$ cat config.mk
export PLATFORM = sky130hd
export DESIGN_NAME = tickless_wakeup_timer_control_top
export DESIGN_NICKNAME = d
export VERILOG_FILES = /design/src/hdl/twtc_pkg.sv /design/src/hdl/tickless_wakeup_timer_control_top.sv
export VERILOG_INCLUDE_DIRS = /design/src /design/src/hdl
export SDC_FILE = /design/constraint.sdc
export NUM_CORES = 2
export LEC_CHECK = 0
export ABC_AREA = 1
export BUFFER_PORTS_ARGS = -buffer_cell sky130_fd_sc_hd__clkbuf_2
export CELL_PAD_IN_SITES_DETAIL_PLACEMENT = 0
export CELL_PAD_IN_SITES_GLOBAL_PLACEMENT = 1
export CORE_ASPECT_RATIO = 0.5
export CORE_MARGIN = 2
export CORE_UTILIZATION = 35
export CTS_BUF_LIST = sky130_fd_sc_hd__clkbuf_4
export DETAILED_ROUTE_END_ITERATION = 8
export PLACE_DENSITY_LB_ADDON = 0.15
export SYNTH_ARGS = -nofsm -noshare
export SYNTH_HDL_FRONTEND = slang
export SYNTH_SLANG_ARGS = --single-unit
$ cat constraint.sdc
create_clock -name clk -period 11.5 [get_ports clk]
set_input_delay 2.3 -clock clk [delete_from_list [all_inputs] [get_ports clk]]
set_output_delay 2.3 -clock clk [all_outputs]
set_load 0.05 [all_outputs]
$ cat src/hdl/tickless_wakeup_timer_control_top_defines.svh
// ----------------------------------------------------------------------------
// Tickless wakeup timer control assertion macros
// Property templates shared by the checks at the end of the top level.
// ----------------------------------------------------------------------------
`ifndef TICKLESS_WAKEUP_TIMER_CONTROL_TOP_DEFINES_SVH
`define TICKLESS_WAKEUP_TIMER_CONTROL_TOP_DEFINES_SVH

// Consequent must hold in the same cycle as the antecedent.
`define TWTC_ASSERT_SAME(label, ante, cons, msg) \
	label: assert property (@(posedge clk) disable iff (!arst_n) (ante) |-> (cons)) \
		else $error(msg);

// Consequent must hold in the cycle after the antecedent.
`define TWTC_ASSERT_NEXT(label, ante, cons, msg) \
	label: assert property (@(posedge clk) disable iff (!arst_n) (ante) |=> (cons)) \
		else $error(msg);

`endif

$ cat src/hdl/twtc_pkg.sv
// ----------------------------------------------------------------------------
// Tickless wakeup timer control package
// Widths, request codes, register indexes and settle modes.
// ----------------------------------------------------------------------------
package twtc_pkg;

	localparam int unsigned DATA_W = 32;
	localparam int unsigned REQ_W = 2;
	localparam int unsigned CFG_IDX_W = 1;
	localparam int unsigned CNT_W = 5;
	localparam int unsigned MODE_W = 3;

	localparam logic [DATA_W-1:0] ALL_ONES = {DATA_W{1'b1}};

	localparam logic [REQ_W-1:0] REQ_START = 2'd0;
	localparam logic [REQ_W-1:0] REQ_WAKE = 2'd1;
	localparam logic [REQ_W-1:0] REQ_CANCEL = 2'd2;

	localparam logic [CFG_IDX_W-1:0] CFG_CYCLES_PER_TICK = 1'd0;
	localparam logic [CFG_IDX_W-1:0] CFG_TICK_IRQ = 1'd1;

	localparam logic [MODE_W-1:0] MODE_NONE = 3'd0;
	localparam logic [MODE_W-1:0] MODE_CANCEL = 3'd1;
	localparam logic [MODE_W-1:0] MODE_TICK = 3'd2;
	localparam logic [MODE_W-1:0] MODE_PLAN = 3'd3;
	localparam logic [MODE_W-1:0] MODE_EARLY = 3'd4;

	typedef logic [DATA_W-1:0] word_t;

endpackage

$ cat src/hdl/tickless_wakeup_timer_control_top.sv
// ----------------------------------------------------------------------------
// Tickless wakeup timer control
// Plans a tickless sleep and settles the tick account when the sleep ends.
// ----------------------------------------------------------------------------
// One beat is handled at a time. A start that plans a sleep runs the shared
// one-bit-per-cycle restoring divider, then the multiplier state and then the
// finishing state. An early wakeup takes the same steps, with the multiply
// before the divide. All other requests go straight to the finishing state.
// The finishing state waits while the output register still holds an untaken
// beat. The input is ready again once the result sits in the output register.
`include "tickless_wakeup_timer_control_top_defines.svh"

module tickless_wakeup_timer_control_top (
	input  logic                          clk,
	input  logic                          arst_n,
	input  logic                          cfg_wr_en,
	input  logic [twtc_pkg::CFG_IDX_W-1:0] cfg_index,
	input  logic [twtc_pkg::DATA_W-1:0]    cfg_data,
	input  logic                          in_valid,
	output logic                          in_ready,
	input  logic [twtc_pkg::REQ_W-1:0]     req_type,
	input  logic [twtc_pkg::DATA_W-1:0]    sleep_request,
	input  logic [twtc_pkg::DATA_W-1:0]    timer_before,
	input  logic [twtc_pkg::DATA_W-1:0]    timer_now,
	input  logic [twtc_pkg::DATA_W-1:0]    irq_number,
	output logic                          out_valid,
	input  logic                          out_ready,
	output logic                          reload_valid,
	output logic [twtc_pkg::DATA_W-1:0]    reload_cycles,
	output logic [twtc_pkg::DATA_W-1:0]    ticks_to_add,
	output logic [twtc_pkg::DATA_W-1:0]    armed_ticks
);

	localparam logic [2:0] ST_IDLE = 3'd0;
	localparam logic [2:0] ST_DIV = 3'd1;
	localparam logic [2:0] ST_MUL = 3'd2;
	localparam logic [2:0] ST_FIN = 3'd3;

	localparam logic [twtc_pkg::CNT_W-1:0] CNT_LAST = {twtc_pkg::CNT_W{1'b1}};

	logic [2:0]                    state_q;
	logic [twtc_pkg::MODE_W-1:0]   mode_q;
	twtc_pkg::word_t               cpt_q;
	twtc_pkg::word_t               tick_irq_q;
	twtc_pkg::word_t               armed_q;
	twtc_pkg::word_t               req_q;
	twtc_pkg::word_t               comp_q;
	twtc_pkg::word_t               now_q;
	twtc_pkg::word_t               prod_q;
	twtc_pkg::word_t               qd_q;
	twtc_pkg::word_t               rem_q;
	logic [twtc_pkg::CNT_W-1:0]    cnt_q;
	logic                          out_valid_q;
	logic                          reload_valid_q;
	twtc_pkg::word_t               reload_cycles_q;
	twtc_pkg::word_t               ticks_q;
	twtc_pkg::word_t               armed_out_q;

	logic                          accept;
	logic                          fin_go;
	logic [twtc_pkg::MODE_W-1:0]   mode_d;
	twtc_pkg::word_t               comp_d;
	logic [twtc_pkg::DATA_W:0]     shifted;
	logic [twtc_pkg::DATA_W:0]     diff;
	logic                          ge;
	twtc_pkg::word_t               mul_a;
	twtc_pkg::word_t               mul_full;
	logic                          rv_d;
	twtc_pkg::word_t               rc_d;
	twtc_pkg::word_t               tk_d;
	twtc_pkg::word_t               arm_d;

	assign in_ready = (state_q == ST_IDLE);
	assign accept = in_valid && in_ready;
	assign fin_go = (state_q == ST_FIN) && (!out_valid_q || out_ready);

	always_comb begin
		mode_d = twtc_pkg::MODE_NONE;
		unique case (req_type)
			twtc_pkg::REQ_START: begin
				if (cpt_q != '0 && sleep_request > twtc_pkg::word_t'(1)) begin
					mode_d = twtc_pkg::MODE_PLAN;
				end
			end
			twtc_pkg::REQ_WAKE: begin
				if (armed_q == '0) begin
					mode_d = twtc_pkg::MODE_NONE;
				end else if (irq_number == tick_irq_q || cpt_q == '0) begin
					mode_d = twtc_pkg::MODE_TICK;
				end else begin
					mode_d = twtc_pkg::MODE_EARLY;
				end
			end
			twtc_pkg::REQ_CANCEL: begin
				mode_d = twtc_pkg::MODE_CANCEL;
			end
			default: begin
				mode_d = twtc_pkg::MODE_NONE;
			end
		endcase
	end

	assign comp_d = (timer_before > timer_now) ? (timer_before - timer_now)
		: (cpt_q + timer_before - timer_now);

	assign shifted = {rem_q, qd_q[twtc_pkg::DATA_W-1]};
	assign ge = (shifted >= {1'b0, cpt_q});
	assign diff = shifted - {1'b0, cpt_q};

	assign mul_a = (mode_q == twtc_pkg::MODE_PLAN) ? req_q : armed_q;
	assign mul_full = mul_a * cpt_q;

	always_comb begin
		rv_d = 1'b0;
		rc_d = '0;
		tk_d = '0;
		arm_d = armed_q;
		case (mode_q)
			twtc_pkg::MODE_CANCEL: begin
				arm_d = '0;
			end
			twtc_pkg::MODE_TICK: begin
				tk_d = armed_q - twtc_pkg::word_t'(1);
				arm_d = '0;
			end
			twtc_pkg::MODE_PLAN: begin
				rv_d = 1'b1;
				rc_d = (prod_q > comp_q) ? (prod_q - comp_q) : cpt_q;
				arm_d = req_q;
			end
			twtc_pkg::MODE_EARLY: begin
				if (qd_q < armed_q) begin
					rv_d = 1'b1;
					rc_d = cpt_q - rem_q;
					tk_d = qd_q;
				end else begin
					tk_d = armed_q - twtc_pkg::word_t'(1);
				end
				arm_d = '0;
			end
			default: begin
				arm_d = armed_q;
			end
		endcase
	end

	always_ff @(posedge clk or negedge arst_n) begin
		if (!arst_n) begin
			state_q <= ST_IDLE;
			mode_q <= twtc_pkg::MODE_NONE;
			cpt_q <= '0;
			tick_irq_q <= twtc_pkg::ALL_ONES;
			armed_q <= '0;
			cnt_q <= '0;
			out_valid_q <= 1'b0;
		end else begin
			if (cfg_wr_en) begin
				unique case (cfg_index)
					twtc_pkg::CFG_CYCLES_PER_TICK: cpt_q <= cfg_data;
					twtc_pkg::CFG_TICK_IRQ: tick_irq_q <= cfg_data;
					default: tick_irq_q <= tick_irq_q;
				endcase
			end
			if (out_valid_q && out_ready && !fin_go) begin
				out_valid_q <= 1'b0;
			end
			unique case (state_q)
				ST_IDLE: begin
					if (accept) begin
						mode_q <= mode_d;
						cnt_q <= '0;
						if (mode_d == twtc_pkg::MODE_PLAN) begin
							state_q <= ST_DIV;
						end else if (mode_d == twtc_pkg::MODE_EARLY) begin
							state_q <= ST_MUL;
						end else begin
							state_q <= ST_FIN;
						end
					end
				end
				ST_DIV: begin
					cnt_q <= cnt_q + twtc_pkg::CNT_W'(1);
					if (cnt_q == CNT_LAST) begin
						state_q <= (mode_q == twtc_pkg::MODE_PLAN) ? ST_MUL : ST_FIN;
					end
				end
				ST_MUL: begin
					cnt_q <= '0;
					state_q <= (mode_q == twtc_pkg::MODE_PLAN) ? ST_FIN : ST_DIV;
				end
				ST_FIN: begin
					if (fin_go) begin
						armed_q <= arm_d;
						out_valid_q <= 1'b1;
						state_q <= ST_IDLE;
					end
				end
				default: begin
					state_q <= ST_IDLE;
				end
			endcase
		end
	end

	always_ff @(posedge clk) begin
		if (accept) begin
			req_q <= sleep_request;
			comp_q <= comp_d;
			now_q <= timer_now;
			qd_q <= twtc_pkg::ALL_ONES;
			rem_q <= '0;
		end
		if (state_q == ST_DIV) begin
			qd_q <= {qd_q[twtc_pkg::DATA_W-2:0], ge};
			rem_q <= ge ? diff[twtc_pkg::DATA_W-1:0] : shifted[twtc_pkg::DATA_W-1:0];
			if (cnt_q == CNT_LAST && mode_q == twtc_pkg::MODE_PLAN) begin
				req_q <= (req_q >= {qd_q[twtc_pkg::DATA_W-2:0], ge})
					? {qd_q[twtc_pkg::DATA_W-2:0], ge} : req_q;
			end
		end
		if (state_q == ST_MUL) begin
			prod_q <= mul_full;
			if (mode_q == twtc_pkg::MODE_EARLY) begin
				qd_q <= mul_full - now_q;
				rem_q <= '0;
			end
		end
		if (fin_go) begin
			reload_valid_q <= rv_d;
			reload_cycles_q <= rc_d;
			ticks_q <= tk_d;
			armed_out_q <= arm_d;
		end
	end

	assign out_valid = out_valid_q;
	assign reload_valid = reload_valid_q;
	assign reload_cycles = reload_cycles_q;
	assign ticks_to_add = ticks_q;
	assign armed_ticks = armed_out_q;

	`TWTC_ASSERT_NEXT(a_busy_after_accept, accept, !in_ready,
		"input accepted again right after a beat")
	`TWTC_ASSERT_SAME(a_reload_nonzero, out_valid && reload_valid, reload_cycles != '0,
		"timer reload of zero cycles")
	`TWTC_ASSERT_SAME(a_credit_disarms, out_valid && ticks_to_add != '0, armed_ticks == '0,
		"ticks credited while a sleep stays armed")

endmodule

Word-level counts from Yosys, hierarchy flattened. Cells that the tools add are included.

Output and inout port bits: 99. Register bits: 397.

Reduce and logical (&&, ||, !) cells: 23. Muxes and demuxes: 40. Add/sub/neg operators: 9. Order comparisons: 6. Bitwise logic cells: 1. Eq/ne operators: 17. $mul: 1.

Operators by type and width (count): 32-bit two-way mux (18); 32-bit one-hot mux with 2 select lines (3); 32-bit subtractor (6); 32-bit greater-than comparator (2); 32-bit zero test (2); 33-bit by 32-bit greater-or-equal comparator with 1-bit output (1); 32-bit adder (1); 32-bit == test (1); 32-bit greater-or-equal comparator (1); 32-bit by 1-bit greater-than comparator with 1-bit output (second input constant) (1); 32-bit less-than comparator (1); 32-bit by 32-bit multiplier with 32-bit output (1); 32-bit nonzero test (1); 32-bit by 1-bit subtractor with 32-bit output (second input constant) (1); 3-bit by 2-bit == test with 1-bit output (second input constant) (5); 3-bit two-way mux (5); 5-bit one-hot mux with 3 select lines (1); 3-bit one-hot mux with 4 select lines (1); 2-bit AND reduction (5); 3-bit one-hot mux with 3 select lines (1); 3-bit by 1-bit == test with 1-bit output (second input constant) (2); 3-bit == test (second input constant) (2); 1-bit logical AND (6); 1-bit two-way mux (6); 18 further kinds (23).

Longest topological paths before layout.
Depth after elaboration: 10. Depth in mapped cells: 47. Depth with buffers taken out: 44.

Worst setup path before layout. No wires, ideal clock.

Kind: reg-to-reg. Start: register mode_q[2] in the netlist's numbering. End: register qd_q[31]. Cell stages (with the launch flop): 47. Setup slack: 3.017 ns. Clock period less this slack: 8.483 ns. Arrival time: 8.358 ns. Path buffers: 2. Path through: dfrtp_1 > inv_2 > nand3_4 > buf_4 > nand2_1 > nand2_4 > clkinv_1 > clkbuf_1 > nor2_1 > fa_1 > inv_1 > fa_1 > fa_1 > inv_1 > fa_1 > ha_1 > ha_1 > inv_1 > [11 not listed] > a21boi_0 > o21ai_0 > a21boi_0 > o21bai_1 > xor2_1 > inv_1 > ha_1 > a21oi_1 > o21bai_1 > a221o_1 > a21oi_1 > nand2_1 > nand2_1 > nand2_1 > inv_1 > nand3_1 > nand2_1 > a21oi_2.

Cells in the longest elaborated chain, start to end: 6.

RTL lines: from (decl) (RTL line tickless_wakeup_timer_control_top.sv:42) `logic [twtc_pkg::MODE_W-1:0] mode_q;`; from (signal assigned) (RTL line tickless_wakeup_timer_control_top.sv:150) `mode_q <= twtc_pkg::MODE_NONE;`; from (signal assigned) (RTL line tickless_wakeup_timer_control_top.sv:170) `mode_q <= mode_d;`; 3-bit by 2-bit == test with 1-bit output (RTL line tickless_wakeup_timer_control_top.sv:110) `assign mul_a = (mode_q == twtc_pkg::MODE_PLAN) ? req_q : armed_q;`; 32-bit two-way mux (RTL line tickless_wakeup_timer_control_top.sv:110); 32-bit by 32-bit multiplier with 32-bit output (RTL line tickless_wakeup_timer_control_top.sv:111) `assign mul_full = mul_a * cpt_q;`; net mul_full[28] (RTL line tickless_wakeup_timer_control_top.sv:67) `twtc_pkg::word_t mul_full;`; 32-bit subtractor (RTL line tickless_wakeup_timer_control_top.sv:224) `qd_q <= mul_full - now_q;`; 32-bit two-way mux (RTL line tickless_wakeup_timer_control_top.sv:223) `if (mode_q == twtc_pkg::MODE_EARLY) begin`; 32-bit two-way mux (RTL line tickless_wakeup_timer_control_top.sv:221) `if (state_q == ST_MUL) begin`; to (signal assigned) (RTL line tickless_wakeup_timer_control_top.sv:210) `qd_q <= twtc_pkg::ALL_ONES;`; to (signal assigned) (RTL line tickless_wakeup_timer_control_top.sv:214) `qd_q <= {qd_q[twtc_pkg::DATA_W-2:0], ge};`; to (signal assigned) (RTL line tickless_wakeup_timer_control_top.sv:224); to (decl) (RTL line tickless_wakeup_timer_control_top.sv:50) `twtc_pkg::word_t qd_q;`.

The timed path passes the listed nets, and every way through them passes these cells. A chain may end at the register's enable or synchronous reset.

Worst setup path after layout.
Start: register mode_q[0] in the netlist's numbering. End: register qd_q[31].

Same word-level chain as after synthesis.

==> impl_results.md <==
* Status: finished, final reports clean
* DP HPWL at 167 mm
* Setup bufs post-CTS at 0
* Core area at roughly 0.13 mm²
* Hold worst-path end: tick_irq_q[7]
* DRT iter0 DRCs at 4947
* Async set or reset register ratio after synthesis at 0.270
* Final setup margin at 0.534 ns
* Post-route minimum period at between 10 and 15 ns
* R2R depth at 37
* Register area share after synthesis at 0.237
* Clock Path Buffers at 3
* Reg-to-reg critical path startpoint: mode_q[0]
* Largest stage delay, worst path at 0.88 ns
* Fin. Hold Viols at 0
* First-pass DRT Iterations at 7
* Post-synth top area cell: fa_1
* Crit Path Max Fanout at 23
* Syn-to-layout area delta at 10.6%
* Internal reg-to-reg setup slack at about 0.53 ns
* Finished Core Util at 0.390
* Worst-path clk slew at 0.08 ns
* Peak Freq at 0.0912 GHz
* Clk_lat worst skew at between 1 and 1.5 ns
* GR Overflow Total at 0
* Vert. Die Dim at approximately 260 µm
* RSZ-0062 raised after global routing: no
* Root Driver: clkbuf_4
* Final wirelength at 206 mm
* Vias in the first global route at 40940
* Ys Warns at 0
* Maxcap violations at 0
* Number of buffers created by CTS at 106
* Hold Path Depth at 2
* Dpl ws at 0.672 ns
* Worst EP required at 12.43 ns
* First-pass GRT wire length at 295 mm
* EDFF count, synth at 225
* # rows at 93
* Slew margin rel. at 0.165
* Synth cell types at 62
* WS Path Type: flop to flop
* Fin crit share at 0.954
* Hold_sp: tick_irq_q[7]
* H-tree depth at 3
* DRC viols at 0
* Die area at 0.133 mm²
* Commonest non-fill, non-tap cell in the layout: inv_1
* Most frequent cells in the layout: inv_1 (1087), nand2_1 (1085), nor2_1 (491)
* Layout Nets at 7030
* # clock sinks at 396
* Worst slew pin tran at 1.25 ns
* I/O pin cnt at 267
* Mapped Area at 0.0454 mm²
* Via count at 42521
* Clk_skew at 0.128 ns
* CP Launch Type: flop
* Worst r2r dst: qd_q[31]
* Slowest-stage cell, CP: nand2_1
* Avg Inst Size Synth at 7.88 µm²
* Setup TNS at 0 ns
* Slew Limit Fails at 0
* Largest net degree at the start of global routing at a little over 90
* CP most frequent cell: fa_1
* Share of cells above drive strength 1 at 0.101
* Yosys top cell area share at 0.196
* Via/cell ratio at 5.42
* Min-Delay Path Class: flop to flop
* Area contributors post-synth: fa_1 (20%), edfxtp_1 (15%), ha_1 (10%)
* Wire length per cell at 26.3 µm
* Crit end category: flop
* Final antenna-violating net count at 0
* GP Congestion at 1.01
* Hold_ws at 0.492 ns
* Total track usage at 0.308
* CTS tree: done
* Port-buffer cells at 266
* Setup-failing EPs final at 0
* Antenna violations before repair at 19
* Worst Path Arrival at 11.90 ns
* Flops & latches, synth at 396
* Top_reg_cell synth: edfxtp_1
* Width of the die at 513 µm
* Synth Net Count at approximately 6800
* Synth Instances at approximately 5800
* Initial Utilization at 0.352
[timing repair]
action | in CTS | in global routing
setup endpoints to repair | 0 | 1
hold buffers | 0 | 0
resized for setup | 0 | 1
[critical path: cells and delay by family (launching register included)]
kind,cells,cell delay (ns)
simple gates,11,2.13
flops,1,0.52
compound gates,8,1.87
xor+xnor,1,0.17
buf+inv,7,1.55
fa+ha+maj,10,4.44
[kinds of logic after synthesis]
group | share of synthesized area
xor+xnor | 0.0442
simple gates | 0.182
mux | 0.000441
compound gates | 0.127
buf+inv | 0.109
flops | 0.237
fa+ha+maj | 0.301
[area by class of cell]
type / count / area [µm²]
fill: 13526 / 78500
multi-input combinational: 4066 / 29700
sequential: 396 / 10800
inverter: 1113 / 4190
tap: 1710 / 2140
timing repair buffer: 355 / 2000
clock buffer: 139 / 1040
clock inverter: 60 / 317
antenna: 11 / 27.5
[per-layer routing]
layer  routed length, µm  track usage  up-vias
li1                    -            -    19108
met1              100000        0.482    21267
met2               81400        0.430     1918
met3               20400       0.0645      228
met4                4340       0.0649        0
met5                   0            0        -
[through the flow]
stage          std cells  cell area (µm²)
5_1_grt             7849            50200
3_3_place_gp        7640            48800
6_report            7850            50200
3_5_place_dp        7640            48800
4_1_cts             7839            50100
2_1_floorplan       5758            45400
[cells in the mapped netlist, types with 4 or more instances]
cell type and count:
buf_1 6, or2_2 13, o21ai_0 383, nand3_1 221, o22ai_1 43, inv_1 1092
a22oi_1 40, dfxtp_1 64, buf_6 6, clkbuf_1 150, o211ai_1 41, o221ai_1 21
nand2_1 1088, o31ai_1 4, a31oi_1 15, ha_1 380, dfstp_2 32, a21boi_0 12
fa_1 444, xor2_1 135, nand3b_1 12, o21ai_1 10, a21o_1 14, nand2_2 17
o21bai_1 22, xnor2_1 94, a211oi_1 12, o21ai_2 7, clkinv_1 13, nand4_1 54
nor4_1 30, a21oi_1 358, dfrtp_1 75, buf_4 8, nor3_1 49, o21a_1 11
buf_2 13, edfxtp_1 225, nor2_1 495, inv_2 8
[flip-flops by register name (all words and copies together) (netlist names)]
register       cells
rem_q             32
prod_q            32
cnt_q              5
reload_valid       1
armed_q           32
reload_cycles     32
state_q            2
cpt_q             32
tick_irq_q        32
armed_ticks       32
comp_q            32
now_q             32
req_q             32
ticks_to_add      32
mode_q             3
qd_q              32
out_valid          1
[worst max-delay path by stage]
stage / cells after the start / to / startpoint / slack (ns)
CTS: 37 / qd_q[31] / mode_q[0] / 0.56
global route: 43 / qd_q[31] / mode_q[0] / 0.05
detailed placement: 37 / qd_q[31] / mode_q[0] / 0.67
finish: 37 / qd_q[31] / mode_q[0] / 0.53
global placement: 37 / qd_q[31] / mode_q[0] / 0.78
floorplan: 46 / qd_q[31] / mode_q[2] / 3.02
Power is not shown: default switching activity piles up to over one toggle a cycle in this logic, so the estimate is an artifact.
